===== src/labc_pkg.sv =====
package labc_pkg;

	// fraction bits of the task rate and miss rate averages
	localparam int FRAC_BITS = 16;

	// a 40-bit task count times 1000 needs 50 bits, then the fraction shift
	localparam int DVD_W = 50 + FRAC_BITS;
	// divisor: task count plus one
	localparam int DEN_W = 41;
	// multiply-accumulate width
	localparam int ACC_W = 50;

	localparam logic [16:0] ONE_Q16   = 17'h10000;
	localparam logic [16:0] ALPHA_NEW = 17'd19661;
	localparam logic [16:0] ALPHA_OLD = 17'd45875;
	localparam logic [31:0] HALF_Q16  = 32'd32768;
	localparam logic [31:0] ROUND_UP  = 32'd65535;
	localparam logic [15:0] FIRST_DT  = 16'd1000;
	localparam logic [15:0] MIN_DT    = 16'd100;

	typedef enum logic [1:0] {
		ACT_TASK  = 2'd0,
		ACT_MISS  = 2'd1,
		ACT_BYTES = 2'd2,
		ACT_TICK  = 2'd3
	} action_t;

	typedef enum logic [2:0] {
		REG_ENABLE   = 3'd0,
		REG_QUEUE    = 3'd1,
		REG_MISS     = 3'd2,
		REG_WAL      = 3'd3,
		REG_RANGE    = 3'd4,
		REG_WEIGHTS  = 3'd5,
		REG_HYST     = 3'd6,
		REG_MAX_STEP = 3'd7
	} reg_idx_t;

	typedef enum logic [1:0] {
		MAC_NOP,
		MAC_CLR,
		MAC_ADD
	} mac_op_t;

	typedef struct packed {
		mac_op_t     op;
		logic [31:0] a;
		logic [16:0] b;
	} mac_req_t;

	typedef struct packed {
		logic             start;
		logic [DVD_W-1:0] dividend;
		logic [DEN_W-1:0] divisor;
	} div_req_t;

	typedef struct packed {
		logic        busy;
		logic        done;
		logic [31:0] quot;
	} div_rsp_t;

	typedef enum logic [4:0] {
		S_IDLE,
		S_DIV_TASK,
		S_DIV_MISS,
		S_DIV_ING,
		S_SM_NEW,
		S_SM_OLD,
		S_SM_RND,
		S_SM_WR,
		S_PR,
		S_W_Q,
		S_W_M,
		S_W_W,
		S_W_RND,
		S_W_WR,
		S_C_MUL,
		S_C_RND,
		S_C_WR,
		S_OUT
	} state_t;

endpackage


===== src/labc_div.sv =====
// restoring divider, one quotient bit per cycle, quotient saturated to 32 bits
module labc_div (
	input  logic               clk,
	input  logic               arst_n,
	input  labc_pkg::div_req_t req,
	output labc_pkg::div_rsp_t rsp
);

	localparam int CNT_W = $clog2(labc_pkg::DVD_W + 1);
	localparam int DW    = labc_pkg::DEN_W;

	logic             busy_q;
	logic             done_q;
	logic [CNT_W-1:0] cnt_q;
	logic [DW-1:0]    rem_q;
	logic [DW-1:0]    den_q;
	logic [labc_pkg::DVD_W-1:0] dvd_q;
	logic [31:0]      quo_q;
	logic             sat_q;

	logic [DW:0] trial;
	logic [DW:0] diff;
	logic        ge;

	// trial subtract of the next dividend bit
	always_comb begin
		trial = {rem_q, dvd_q[labc_pkg::DVD_W-1]};
		diff  = trial - {1'b0, den_q};
		ge    = trial >= {1'b0, den_q};
	end

	// control
	always_ff @(posedge clk or negedge arst_n) begin
		if (!arst_n) begin
			busy_q <= 1'b0;
			done_q <= 1'b0;
			cnt_q  <= '0;
		end else begin
			done_q <= 1'b0;
			if (req.start) begin
				busy_q <= 1'b1;
				cnt_q  <= CNT_W'(labc_pkg::DVD_W);
			end else if (busy_q) begin
				cnt_q <= cnt_q - 1'b1;
				if (cnt_q == CNT_W'(1)) begin
					busy_q <= 1'b0;
					done_q <= 1'b1;
				end
			end
		end
	end

	// datapath
	always_ff @(posedge clk) begin
		if (req.start) begin
			dvd_q <= req.dividend;
			den_q <= req.divisor;
			rem_q <= '0;
			quo_q <= '0;
			sat_q <= 1'b0;
		end else if (busy_q) begin
			dvd_q <= {dvd_q[labc_pkg::DVD_W-2:0], 1'b0};
			rem_q <= ge ? diff[DW-1:0] : trial[DW-1:0];
			sat_q <= sat_q | quo_q[31];
			quo_q <= {quo_q[30:0], ge};
		end
	end

	assign rsp.busy = busy_q;
	assign rsp.done = done_q;
	assign rsp.quot = sat_q ? 32'hFFFF_FFFF : quo_q;

endmodule


===== src/labc_mac.sv =====
// shared 32x17 multiply-accumulate, result registered
module labc_mac (
	input  logic                           clk,
	input  labc_pkg::mac_req_t             req,
	output logic [labc_pkg::ACC_W-1:0]     acc
);

	logic [labc_pkg::ACC_W-1:0] acc_q;
	logic [labc_pkg::ACC_W-1:0] prod;

	assign prod = labc_pkg::ACC_W'(req.a) * labc_pkg::ACC_W'(req.b);

	always_ff @(posedge clk) begin
		case (req.op)
			labc_pkg::MAC_CLR: acc_q <= prod;
			labc_pkg::MAC_ADD: acc_q <= acc_q + prod;
			default: acc_q <= acc_q;
		endcase
	end

	assign acc = acc_q;

endmodule


===== src/load_adaptive_budget_controller_top.sv =====
// Event items (add tasks, one miss, add bytes) are taken one per cycle, back to back, while in S_IDLE.
// A tick holds s_axis_tready low from its transaction until the sequencer is idle: each of up
// to six divisions takes a start, a step per dividend bit and a done in the shared divider, and
// smoothing, weighting and budget mapping run through the shared multiplier.
// A disabled tick goes straight to S_OUT; a result not yet taken holds the sequencer in S_OUT.
// arst_n clears accumulators, averages and aggressiveness; budget resets to 10.
module load_adaptive_budget_controller_top (
	input  logic          clk,
	input  logic          arst_n,
	// configuration writes
	input  logic          cfg_valid,
	output logic          cfg_ready,
	input  logic [2:0]    cfg_index,
	input  logic [47:0]   cfg_data,
	// input items
	input  logic          s_axis_tvalid,
	output logic          s_axis_tready,
	input  logic [47:0]   s_axis_tdata,  // amount[31:0], elapsed_ms[47:32]
	input  logic [1:0]    s_axis_tuser,  // action[1:0]
	// results
	output logic          m_axis_tvalid,
	input  logic          m_axis_tready,
	output logic [135:0]  m_axis_tdata   // budget[15:0], aggressiveness[32:16],
	                                     // task_rate_avg[64:33], miss_rate_avg[96:65],
	                                     // ingest_rate_avg[128:97], zero[135:129]
);

	localparam int F  = labc_pkg::FRAC_BITS;
	localparam int AW = labc_pkg::ACC_W;

	// configuration registers
	logic        enable_q;
	logic [31:0] queue_tgt_q, miss_tgt_q, wal_tgt_q, range_q;
	logic [47:0] weights_q;
	logic [15:0] hyst_q;
	logic [16:0] max_step_q;

	// controller state
	logic [39:0] task_q;
	logic [31:0] miss_q;
	logic [47:0] byte_q;
	logic [31:0] avg_q [3];
	logic [31:0] rate_q [3];
	logic [16:0] pres_q [3];
	logic [16:0] aggr_q;
	logic [15:0] budget_q;
	logic        first_q;
	logic [15:0] dt_q;
	logic [1:0]  idx_q;
	logic        issued_q;

	labc_pkg::state_t state_q, state_d;

	logic          out_valid_q;
	logic [135:0]  out_data_q;

	labc_pkg::div_req_t div_req;
	labc_pkg::div_rsp_t div_rsp;
	labc_pkg::mac_req_t mac_req;
	logic [AW-1:0]      acc;

	logic [1:0]  act;
	logic [31:0] amount;
	logic [15:0] ms;
	logic        in_acc;

	assign act    = s_axis_tuser;
	assign amount = s_axis_tdata[31:0];
	assign ms     = s_axis_tdata[47:32];
	assign in_acc = s_axis_tvalid & s_axis_tready;

	assign cfg_ready     = 1'b1;
	assign s_axis_tready = (state_q == labc_pkg::S_IDLE);
	assign m_axis_tvalid = out_valid_q;
	assign m_axis_tdata  = out_data_q;

	// saturating accumulator sums
	logic [40:0] task_sum;
	logic [32:0] miss_sum;
	logic [48:0] byte_sum;
	assign task_sum = {1'b0, task_q} + 41'(amount);
	assign miss_sum = {1'b0, miss_q} + 33'd1;
	assign byte_sum = {1'b0, byte_q} + 49'(amount);

	// dividends scaled by 1000 ms
	logic [49:0] task_k;
	logic [57:0] byte_k;
	assign task_k = 50'(task_q) * 50'd1000;
	assign byte_k = 58'(byte_q) * 58'd1000;

	// selected average and target for pressure
	logic [31:0] avg_sel, tgt_sel;
	logic        p_low, p_full;
	always_comb begin
		avg_sel = avg_q[idx_q];
		case (idx_q)
			2'd0:    tgt_sel = queue_tgt_q;
			2'd1:    tgt_sel = miss_tgt_q;
			default: tgt_sel = wal_tgt_q;
		endcase
		p_low  = avg_sel <= tgt_sel;
		p_full = {1'b0, avg_sel} >= {tgt_sel, 1'b0};
	end

	// budget range and aggressiveness limit
	logic [15:0] bmin, bmax, bspan, offs, cand, bdiff;
	logic        inv;
	logic [AW-17:0] a_raw;
	logic [16:0] a_cl, a_lim;
	always_comb begin
		bmin  = range_q[15:0];
		bmax  = range_q[31:16];
		inv   = bmax < bmin;
		bspan = inv ? (bmin - bmax) : (bmax - bmin);
		offs  = acc[31:16];
		cand  = inv ? (bmin - offs) : (bmin + offs);
		bdiff = (cand > budget_q) ? (cand - budget_q) : (budget_q - cand);
		a_raw = acc[AW-1:16];
		a_cl  = (a_raw > (AW-16)'(labc_pkg::ONE_Q16)) ? labc_pkg::ONE_Q16 : a_raw[16:0];
		if (a_cl > aggr_q && (a_cl - aggr_q) > max_step_q)
			a_lim = aggr_q + max_step_q;
		else if (a_cl < aggr_q && (aggr_q - a_cl) > max_step_q)
			a_lim = aggr_q - max_step_q;
		else
			a_lim = a_cl;
	end

	// next state
	always_comb begin
		state_d = state_q;
		unique case (state_q)
			labc_pkg::S_IDLE:
				if (in_acc && act == labc_pkg::ACT_TICK)
					state_d = enable_q ? labc_pkg::S_DIV_TASK : labc_pkg::S_OUT;
			labc_pkg::S_DIV_TASK: if (div_rsp.done) state_d = labc_pkg::S_DIV_MISS;
			labc_pkg::S_DIV_MISS:
				if (task_q == '0 || div_rsp.done) state_d = labc_pkg::S_DIV_ING;
			labc_pkg::S_DIV_ING: if (div_rsp.done) state_d = labc_pkg::S_SM_NEW;
			labc_pkg::S_SM_NEW: state_d = labc_pkg::S_SM_OLD;
			labc_pkg::S_SM_OLD: state_d = labc_pkg::S_SM_RND;
			labc_pkg::S_SM_RND: state_d = labc_pkg::S_SM_WR;
			labc_pkg::S_SM_WR:
				state_d = (idx_q == 2'd2) ? labc_pkg::S_PR : labc_pkg::S_SM_NEW;
			labc_pkg::S_PR:
				if ((p_low || p_full || div_rsp.done) && idx_q == 2'd2)
					state_d = labc_pkg::S_W_Q;
			labc_pkg::S_W_Q:   state_d = labc_pkg::S_W_M;
			labc_pkg::S_W_M:   state_d = labc_pkg::S_W_W;
			labc_pkg::S_W_W:   state_d = labc_pkg::S_W_RND;
			labc_pkg::S_W_RND: state_d = labc_pkg::S_W_WR;
			labc_pkg::S_W_WR:  state_d = labc_pkg::S_C_MUL;
			labc_pkg::S_C_MUL: state_d = labc_pkg::S_C_RND;
			labc_pkg::S_C_RND: state_d = labc_pkg::S_C_WR;
			labc_pkg::S_C_WR:  state_d = labc_pkg::S_OUT;
			labc_pkg::S_OUT:
				if (!out_valid_q || m_axis_tready) state_d = labc_pkg::S_IDLE;
			default: state_d = labc_pkg::S_IDLE;
		endcase
	end

	// requests to the shared units
	always_comb begin
		div_req = '0;
		mac_req = '0;
		unique case (state_q)
			labc_pkg::S_DIV_TASK: begin
				div_req.start    = !issued_q;
				div_req.dividend = {task_k, {F{1'b0}}};
				div_req.divisor  = labc_pkg::DEN_W'(dt_q);
			end
			labc_pkg::S_DIV_MISS: begin
				div_req.start    = !issued_q && task_q != '0;
				div_req.dividend = labc_pkg::DVD_W'({miss_q, {F{1'b0}}});
				div_req.divisor  = labc_pkg::DEN_W'(task_q) + 1'b1;
			end
			labc_pkg::S_DIV_ING: begin
				div_req.start    = !issued_q;
				div_req.dividend = labc_pkg::DVD_W'(byte_k);
				div_req.divisor  = labc_pkg::DEN_W'(dt_q);
			end
			labc_pkg::S_SM_NEW: begin
				mac_req.op = labc_pkg::MAC_CLR;
				mac_req.a  = rate_q[idx_q];
				mac_req.b  = labc_pkg::ALPHA_NEW;
			end
			labc_pkg::S_SM_OLD: begin
				mac_req.op = labc_pkg::MAC_ADD;
				mac_req.a  = avg_q[idx_q];
				mac_req.b  = labc_pkg::ALPHA_OLD;
			end
			labc_pkg::S_SM_RND, labc_pkg::S_W_RND: begin
				mac_req.op = labc_pkg::MAC_ADD;
				mac_req.a  = labc_pkg::HALF_Q16;
				mac_req.b  = 17'd1;
			end
			labc_pkg::S_PR: begin
				div_req.start    = !issued_q && !p_low && !p_full;
				div_req.dividend = labc_pkg::DVD_W'({avg_sel - tgt_sel, 16'b0});
				div_req.divisor  = labc_pkg::DEN_W'(tgt_sel);
			end
			labc_pkg::S_W_Q: begin
				mac_req.op = labc_pkg::MAC_CLR;
				mac_req.a  = 32'(weights_q[15:0]);
				mac_req.b  = pres_q[0];
			end
			labc_pkg::S_W_M: begin
				mac_req.op = labc_pkg::MAC_ADD;
				mac_req.a  = 32'(weights_q[31:16]);
				mac_req.b  = pres_q[1];
			end
			labc_pkg::S_W_W: begin
				mac_req.op = labc_pkg::MAC_ADD;
				mac_req.a  = 32'(weights_q[47:32]);
				mac_req.b  = pres_q[2];
			end
			labc_pkg::S_C_MUL: begin
				mac_req.op = labc_pkg::MAC_CLR;
				mac_req.a  = 32'(bspan);
				mac_req.b  = aggr_q;
			end
			labc_pkg::S_C_RND: begin
				mac_req.op = labc_pkg::MAC_ADD;
				mac_req.a  = inv ? labc_pkg::ROUND_UP : 32'd0;
				mac_req.b  = 17'd1;
			end
			default: begin
				div_req = '0;
				mac_req = '0;
			end
		endcase
	end

	labc_div u_div (
		.clk    (clk),
		.arst_n (arst_n),
		.req    (div_req),
		.rsp    (div_rsp)
	);

	labc_mac u_mac (
		.clk (clk),
		.req (mac_req),
		.acc (acc)
	);

	// configuration registers
	always_ff @(posedge clk or negedge arst_n) begin
		if (!arst_n) begin
			enable_q    <= 1'b0;
			queue_tgt_q <= 32'd6553600;
			miss_tgt_q  <= 32'd3277;
			wal_tgt_q   <= 32'd10485760;
			range_q     <= 32'd131072010;
			weights_q   <= 48'd28151792684237;
			hyst_q      <= 16'd20;
			max_step_q  <= 17'd13107;
		end else if (cfg_valid && cfg_ready) begin
			unique case (labc_pkg::reg_idx_t'(cfg_index))
				labc_pkg::REG_ENABLE:   enable_q    <= cfg_data[0];
				labc_pkg::REG_QUEUE:    queue_tgt_q <= cfg_data[31:0];
				labc_pkg::REG_MISS:     miss_tgt_q  <= cfg_data[31:0];
				labc_pkg::REG_WAL:      wal_tgt_q   <= cfg_data[31:0];
				labc_pkg::REG_RANGE:    range_q     <= cfg_data[31:0];
				labc_pkg::REG_WEIGHTS:  weights_q   <= cfg_data;
				labc_pkg::REG_HYST:     hyst_q      <= cfg_data[15:0];
				labc_pkg::REG_MAX_STEP: max_step_q  <= cfg_data[16:0];
				default: enable_q <= enable_q;
			endcase
		end
	end

	// controller state and sequencing
	always_ff @(posedge clk or negedge arst_n) begin
		if (!arst_n) begin
			state_q     <= labc_pkg::S_IDLE;
			task_q      <= '0;
			miss_q      <= '0;
			byte_q      <= '0;
			avg_q[0]    <= '0;
			avg_q[1]    <= '0;
			avg_q[2]    <= '0;
			aggr_q      <= '0;
			budget_q    <= 16'd10;
			first_q     <= 1'b1;
			idx_q       <= '0;
			issued_q    <= 1'b0;
			out_valid_q <= 1'b0;
		end else begin
			state_q <= state_d;
			// result register: refilled in S_OUT, emptied when taken
			if (state_q == labc_pkg::S_OUT && (!out_valid_q || m_axis_tready))
				out_valid_q <= 1'b1;
			else if (out_valid_q && m_axis_tready)
				out_valid_q <= 1'b0;
			if (div_rsp.done)
				issued_q <= 1'b0;
			else if (div_req.start)
				issued_q <= 1'b1;
			case (state_q)
				labc_pkg::S_IDLE:
					if (in_acc && enable_q) begin
						case (act)
							labc_pkg::ACT_TASK:
								task_q <= task_sum[40] ? '1 : task_sum[39:0];
							labc_pkg::ACT_MISS:
								miss_q <= miss_sum[32] ? '1 : miss_sum[31:0];
							labc_pkg::ACT_BYTES:
								byte_q <= byte_sum[48] ? '1 : byte_sum[47:0];
							default: begin
								first_q <= 1'b0;
								idx_q   <= '0;
							end
						endcase
					end
				labc_pkg::S_DIV_TASK: if (div_rsp.done) rate_q[0] <= div_rsp.quot;
				labc_pkg::S_DIV_MISS:
					if (task_q == '0) rate_q[1] <= '0;
					else if (div_rsp.done) rate_q[1] <= div_rsp.quot;
				labc_pkg::S_DIV_ING: if (div_rsp.done) rate_q[2] <= div_rsp.quot;
				labc_pkg::S_SM_WR: begin
					avg_q[idx_q] <= acc[47:16];
					idx_q        <= (idx_q == 2'd2) ? 2'd0 : idx_q + 2'd1;
				end
				labc_pkg::S_PR:
					if (p_low || p_full || div_rsp.done) begin
						if (p_low)
							pres_q[idx_q] <= '0;
						else if (p_full)
							pres_q[idx_q] <= labc_pkg::ONE_Q16;
						else
							pres_q[idx_q] <= div_rsp.quot[16:0];
						idx_q <= (idx_q == 2'd2) ? 2'd0 : idx_q + 2'd1;
					end
				labc_pkg::S_W_WR: aggr_q <= a_lim;
				labc_pkg::S_C_WR: begin
					if (bdiff >= hyst_q)
						budget_q <= cand;
					task_q <= '0;
					miss_q <= '0;
					byte_q <= '0;
				end
				default: idx_q <= idx_q;
			endcase
		end
	end

	// time base, taken with the tick
	always_ff @(posedge clk) begin
		if (state_q == labc_pkg::S_IDLE && in_acc && act == labc_pkg::ACT_TICK)
			dt_q <= first_q ? labc_pkg::FIRST_DT : (ms < labc_pkg::MIN_DT ? labc_pkg::MIN_DT : ms);
	end

	// result payload
	always_ff @(posedge clk) begin
		if (state_q == labc_pkg::S_OUT && (!out_valid_q || m_axis_tready))
			out_data_q <= {7'b0, avg_q[2], avg_q[1], avg_q[0], aggr_q, budget_q};
	end

	assert property (@(posedge clk) disable iff (!arst_n)
		div_req.start |-> !div_rsp.busy)
		else $error("divider started while busy");

	assert property (@(posedge clk) disable iff (!arst_n)
		aggr_q <= labc_pkg::ONE_Q16)
		else $error("aggressiveness above one");

	assert property (@(posedge clk) disable iff (!arst_n)
		(state_q == labc_pkg::S_IDLE && !(in_acc && act == labc_pkg::ACT_TICK))
		|=> state_q == labc_pkg::S_IDLE)
		else $error("sequencer left idle without a tick");

	assert property (@(posedge clk) disable iff (!arst_n)
		div_rsp.busy |-> (state_q == labc_pkg::S_DIV_TASK || state_q == labc_pkg::S_DIV_MISS
			|| state_q == labc_pkg::S_DIV_ING || state_q == labc_pkg::S_PR))
		else $error("divider running outside a division step");

endmodule

===== config.mk =====
export PLATFORM = sky130hd
export DESIGN_NAME = load_adaptive_budget_controller_top
export DESIGN_NICKNAME = d
export VERILOG_FILES = /design/src/labc_pkg.sv /design/src/labc_div.sv /design/src/labc_mac.sv /design/src/load_adaptive_budget_controller_top.sv
export SDC_FILE = /design/constraint.sdc
export NUM_CORES = 2
export LEC_CHECK = 0
export BUFFER_PORTS_ARGS = -buffer_cell sky130_fd_sc_hd__clkbuf_2
export CORE_MARGIN = 2
export CORE_UTILIZATION = 30
export CTS_BUF_LIST = sky130_fd_sc_hd__clkbuf_2
export CTS_CLUSTER_SIZE = 40
export DETAILED_ROUTE_END_ITERATION = 8
export PLACE_DENSITY = 0.44
export SYNTH_ARGS = -nofsm -noshare
export SYNTH_HDL_FRONTEND = slang
export SYNTH_HIERARCHICAL = 1
export SYNTH_SLANG_ARGS = --single-unit

===== constraint.sdc =====
create_clock -name clk -period 21.4 [get_ports clk]
set_input_delay 1.07 -clock clk [delete_from_list [all_inputs] [get_ports clk]]
set_output_delay 1.07 -clock clk [all_outputs]
set_load 0.02 [all_outputs]

# [Word-level counts from Yosys, hierarchy flattened]
# Memory sizes are Yosys's and may differ from the RTL's.
# Index checks and enable logic that the tools add are counted.
[classes] addsub=19 multipliers=3 n_div=0 magnitude_cmp=14 n_eq_ne=44 shifts=0 muxes=94 bitwise_logic=7 n_reduce_logical=60
[op_table] op="case mux 108 bit (4 select lines)" count=1
[op_table] op="case mux 51 bit (8 select lines)" count=1
[op_table] op="two-way mux 32 bit" count=10
[op_table] op="two-way mux 48 bit" count=3
[op_table] op="two-way mux 66 bit" count=2
[op_table] op="case mux 32 bit (2 select lines)" count=2
[op_table] op="two-way mux 40 bit" count=3
[op_table] op="case mux 50 bit (2 select lines)" count=1
[op_table] op="bitwise mux 96 bit" count=1
[op_table] op="case mux 48 bit (2 select lines)" count=1
[op_table] op="case mux 5 bit (18 select lines)" count=1
[op_table] op="two-way mux 17 bit" count=5
[op_table] op="case mux 40 bit (2 select lines)" count=1
[op_table] op="subtractor 16 bit" count=5
[op_table] op="binary-select mux 32 bit (select 2 bit)" count=1
[op_table] op="demux 32 bit (select 2 bit)" count=1
[op_table] op="two-way mux 16 bit" count=4
[op_table] op="OR reduction 32 bit" count=2
[op_table] op="multiplier 48 x 7 -> 55 bit, second input constant" count=1
[op_table] op="greater-than comparator 17 bit" count=3
[op_table] op="subtractor 17 bit" count=3
[op_table] op="adder 50 x 49 -> 50 bit" count=1
[op_table] op="adder 48 x 32 -> 49 bit" count=1
[op_table] op="multiplier 32 x 17 -> 49 bit" count=1
[op_table] op="other kinds (62)" count=186
[word_totals] regBits=854 latchBits=0 ramBits=147 rom_bits=0 input_bits=106 wordCells=276 mem_count=2
[memory_table] name="rate_q" depth=3 width=32 read_ports=1 rd_ports_with_merged_regs=0 write_ports=1 line_no="load_adaptive_budget_controller_top.sv:43" source="logic [31:0] rate_q [3];"
[memory_table] name="pres_q" depth=3 width=17 read_ports=3 rd_ports_with_merged_regs=0 write_ports=1 line_no="load_adaptive_budget_controller_top.sv:44" source="logic [16:0] pres_q [3];"

# [Depth between registers and ports, before layout]
[depth] word_depth=13 ltp_mapped=51

# [Modules after synthesis]
# The synthesis kept the hierarchy.
[modules_own_cells] module="load_adaptive_budget_controller_top" n_inst=1 cells_per_inst=6299 area_per_inst_um2=62040.8 seq_area_each_um2=20574.7
[modules_own_cells] module="labc_mac" n_inst=1 cells_per_inst=2572 area_per_inst_um2=21956.1 seq_area_each_um2=1501.4
[modules_own_cells] module="labc_div" n_inst=1 cells_per_inst=960 area_per_inst_um2=10214.8 seq_area_each_um2=4919.7

# [Worst setup path after synthesis]
# Ideal clock, no wire load.
[synth_path] kind="flip-flop to flip-flop" from="reg range_q[1]" to="reg u_mac.acc_q, in the netlist u_mac/acc[43] (data pin)" t_arrival_ns=10.671 t_required_ns=21.140 slack_ns=10.470 stages_incl_launch_ff=44 n_path_buf=2 period_less_slack_ns=10.930 path_cell_list="dfstp_2 > inv_1 > fa_1 > a21o_1 > a21o_1 > a21oi_1 > o21ai_0 > nand3b_1 > and2_1 > buf_2 > mux2i_1 > o2111ai_1 > and2_1 > o31ai_1 > clkbuf_1 > nand2_1 > fa_1 > fa_1 > [... 8 more ...] > nand2_1 > nor4_1 > a211oi_1 > a21bo_2 > a31oi_1 > nand2b_2 > and2_1 > a31oi_1 > xnor2_1 > ha_1 > a21o_1 > a21o_1 > a211oi_1 > o211ai_2 > a2111oi_0 > nor3_1 > xor2_1 > mux2_2"
[synth_rtl] item="start, declared" line_no="load_adaptive_budget_controller_top.sv:33" source="logic [31:0] queue_tgt_q, miss_tgt_q, wal_tgt_q, range_q;"
[synth_rtl] item="start signal, assigned" line_no="load_adaptive_budget_controller_top.sv:263" source="labc_pkg::REG_RANGE: range_q <= cfg_data[31:0];"
[synth_rtl] item="end signal, assigned" line_no="labc_mac.sv:15" source="labc_pkg::MAC_CLR: acc_q <= prod;"
[synth_rtl] item="end signal, assigned" line_no="labc_mac.sv:16" source="labc_pkg::MAC_ADD: acc_q <= acc_q + prod;"
[synth_rtl] item="end signal, assigned" line_no="labc_mac.sv:17" source="default: acc_q <= acc_q;"
[synth_rtl] item="end, declared" line_no="labc_mac.sv:8" source="logic [labc_pkg::ACC_W-1:0] acc_q;"

==> results.py <==
metrics = {
    "critical_path": {
        "crit_start": "range_q[1]$_DFFE_PN1P_",
        "r2r-start": "range_q[1]$_DFFE_PN1P_",
        "end_kind": "register",
        "rr_worst_depth": 44,
        "worstPathRequired_ns": 22.84,
        "crit_arrival_ns": 14.49,
        "max_stage_delay_ns": 0.60,
        "cp_common_cell": "fa_1",
        "endpoint": "u_mac/acc[43]$_DFFE_PP_",
        "r2r_slack_ns": 8.35,
        "worstSetupStartpointType": "register",
        "crit_type": "reg2reg",
        "cp_slowest_cell": "o2111ai_2",
        "rr_endpoint": "u_mac/acc[43]$_DFFE_PP_",
        "crit_fanout": 24,
    },
    "pwr": {
        "power.density_nw_per_um2": 51.85,
        "p_seq_share_pct": 39.6,
        "p_comb_share_pct": 30.6,
        "internal_power_mw": 3.386,
        "power.leakage_nw": 50.36,
        "ir_worst_vdd_v": 0.00005787,
        "power_switching_mw": 2.046,
        "p_clk_share_pct": 29.7,
        "p_sw_share_pct": 37.66,
    },
    "synth": {
        "avgSynthCellArea_um2": 9.583,
        "ys_warn_count": 6,
        "syn_inst": 9830,
        "synth.cell_area_um2": 94200,
    },
    "cells_and_area": {
        "nNetsFinal": 11930,
        "final_cell_mix": "inv_1 (1,343), nand2_1 (911), fa_1 (795)",
        "synthToLayoutAreaGrowth_pct": 11.21,
        "stdcell_count": 14680,
        "final_util_pct": 33.56,
        "drive_gt1_share_pct": 14.56,
        "nFillCells": 32320,
        "final_common_cell": "inv_1",
    },
    "routing": {
        "drt_iter0_drc": 4997,
        "drc": 0,
        "drt-vias-per-instance": 5.071,
        "wl_per_cell_um": 23.07,
        "num_vias": 74420,
        "antenna_left": 0,
        "firstDrtPassIters": 7,
        "drt_wl_total_mm": 338.6,
    },
    "floorplan": {
        "io_pins": 245,
        "dieArea_um2": 318500,
        "die_w_um": 564.4,
        "start_util_pct": 30.18,
        "die_height_um": 564.4,
        "fp-row-count": 205,
        "coreArea_um2": 312200,
    },
    "placement": {
        "place_congestion": 0.8966,
        "dp.cells": 13930,
        "portBuffers": 236,
        "dp_hpwl_mm": 261.9,
    },
    "clocking": {
        "path_clk_slew_ns": 0.11,
        "clock-sinks": 1001,
        "h-tree-depth": 5,
        "tritoncts": "done",
        "cts_root_buf": "clkbuf_2",
        "ctsResizeCount": 0,
        "clk-insertion-delay-late_ns": 1.83,
        "clockBufferDepth": 4,
        "cts_inserted_buffers": 307,
        "postCtsSetupBuffers": 0,
    },
    "sta": {
        "clock.fmax_mhz": 76.63,
        "tns_ns": 0,
        "setup_violations": 0,
        "slew_violations": 0,
        "min_period_over_period_pct": 60.98,
        "tightest_slew_ns": 1.389,
        "rsz0062_at_grt": "false",
        "min_period_ns": 13.05,
        "max_slew_margin_pct": 6.448,
        "hold_viol": 0,
        "skew_ns": 0.2411,
    },
    "outcome": {
        "status": "complete, no violations",
    },
    "hold_path": {
        "hold_class": "in2reg",
        "hp-start": "s_axis_tdata[39]",
    },
    "global_route": {
        "grt_pass1_wl_mm": 505.7,
        "busiest_layer": "met2",
        "grt_use_met3_pct": 3.416,
        "antenna_found_initial": 30,
        "grtUsageMet1_pct": 28.83,
        "grt_max_degree": 80,
        "grt_pass1_vias": 77290,
        "gr-total-overflow": 0,
        "grt_use_met2_pct": 33.86,
        "track_usage_pct": 21.10,
    },
    "flow_run": {
        "cap_viol_max_count": 0,
    },
}
## timing repair
item                       in CTS  in global routing
hold endpoints to repair      499                  0
hold buffers                  157                  0
setup endpoints to repair       0                  0
## power by group through the flow
stage,clock (mW),combinational (mW),sequential (mW)
after floorplan,0,1.11,2.17
after global placement,0,1.61,2.19
after detailed placement,0,1.62,2.19
after CTS,1.69,1.66,2.15
after global routing,1.79,1.83,2.16
final,1.61,1.66,2.15
## worst min-delay path by stage
stage                                  endpoint  slack, ns  depth (start not counted)
floorplan            m_axis_tdata[35]$_DFFE_PP_       0.44                          0
global placement    m_axis_tdata[114]$_DFFE_PP_       0.45                          0
detailed placement   m_axis_tdata[95]$_DFFE_PP_       0.45                          0
CTS                       dt_q[7]$_SDFFCE_PP1P_      0.001                          3
global route          weights_q[38]$_DFFE_PN0P_       0.05                          3
finish                    dt_q[7]$_SDFFCE_PP1P_       0.23                          3
## sequential cells by signal, indices dropped and copies added, names as in the netlist, 40 cells and up
name	cells
avg_q	96
byte_q	48
m_axis_tdata	129
pres_q	51
rate_q	96
task_q	40
u_div/den_q	41
u_div/dvd_q	66
u_div/rem_q	41
u_mac/acc	50
weights_q	48
## per-layer routing
layer  vias up  wire length [µm]
met1     37260            154700
li1      34550                 -
met5         -               122
met2      2109            152700
met4        20             11980
met3       485             18990
## critical path: cells and delay by family (launching register included)
kind                       cells  cell delay (ns)
adders and majority gates      9             4.29
AOI/OAI and AO/OA             16             3.62
DFF                            1             0.59
and+or+nand+nor               10             2.95
buffers and inverters          5             0.33
xor gates and xnor gates       3             0.59
muxes                          1             0.27
## area by class of cell
class	count	area, µm²	share of cell area, %
Clock buffer	463	2317	2.212
Timing Repair Buffer	549	3951	3.772
Antenna cell	22	55.05	0.05255
Sequential cell	1001	27010	25.78
Clock inverter	104	584.3	0.5577
Inverter	1345	5049	4.819
Multi-Input combinational cell	7052	60620	57.86
Tap cell	4140	5180	4.944
## stage by stage
stage / area, µm² / hold WS (ns) / setup slack (ns) / power, mW
floorplan: 94240 / 0.4404 / 10.47 / 3.280
finish: 104800 / 0.2269 / 8.350 / 5.432
CTS: 104700 / 0.001064 / 8.429 / 5.509
global route: 104700 / 0.04954 / 7.443 / 5.781
detailed placement: 100200 / 0.4547 / 8.645 / 3.815
global placement: 100200 / 0.4534 / 8.661 / 3.797
(Power assumes the default switching activity.)
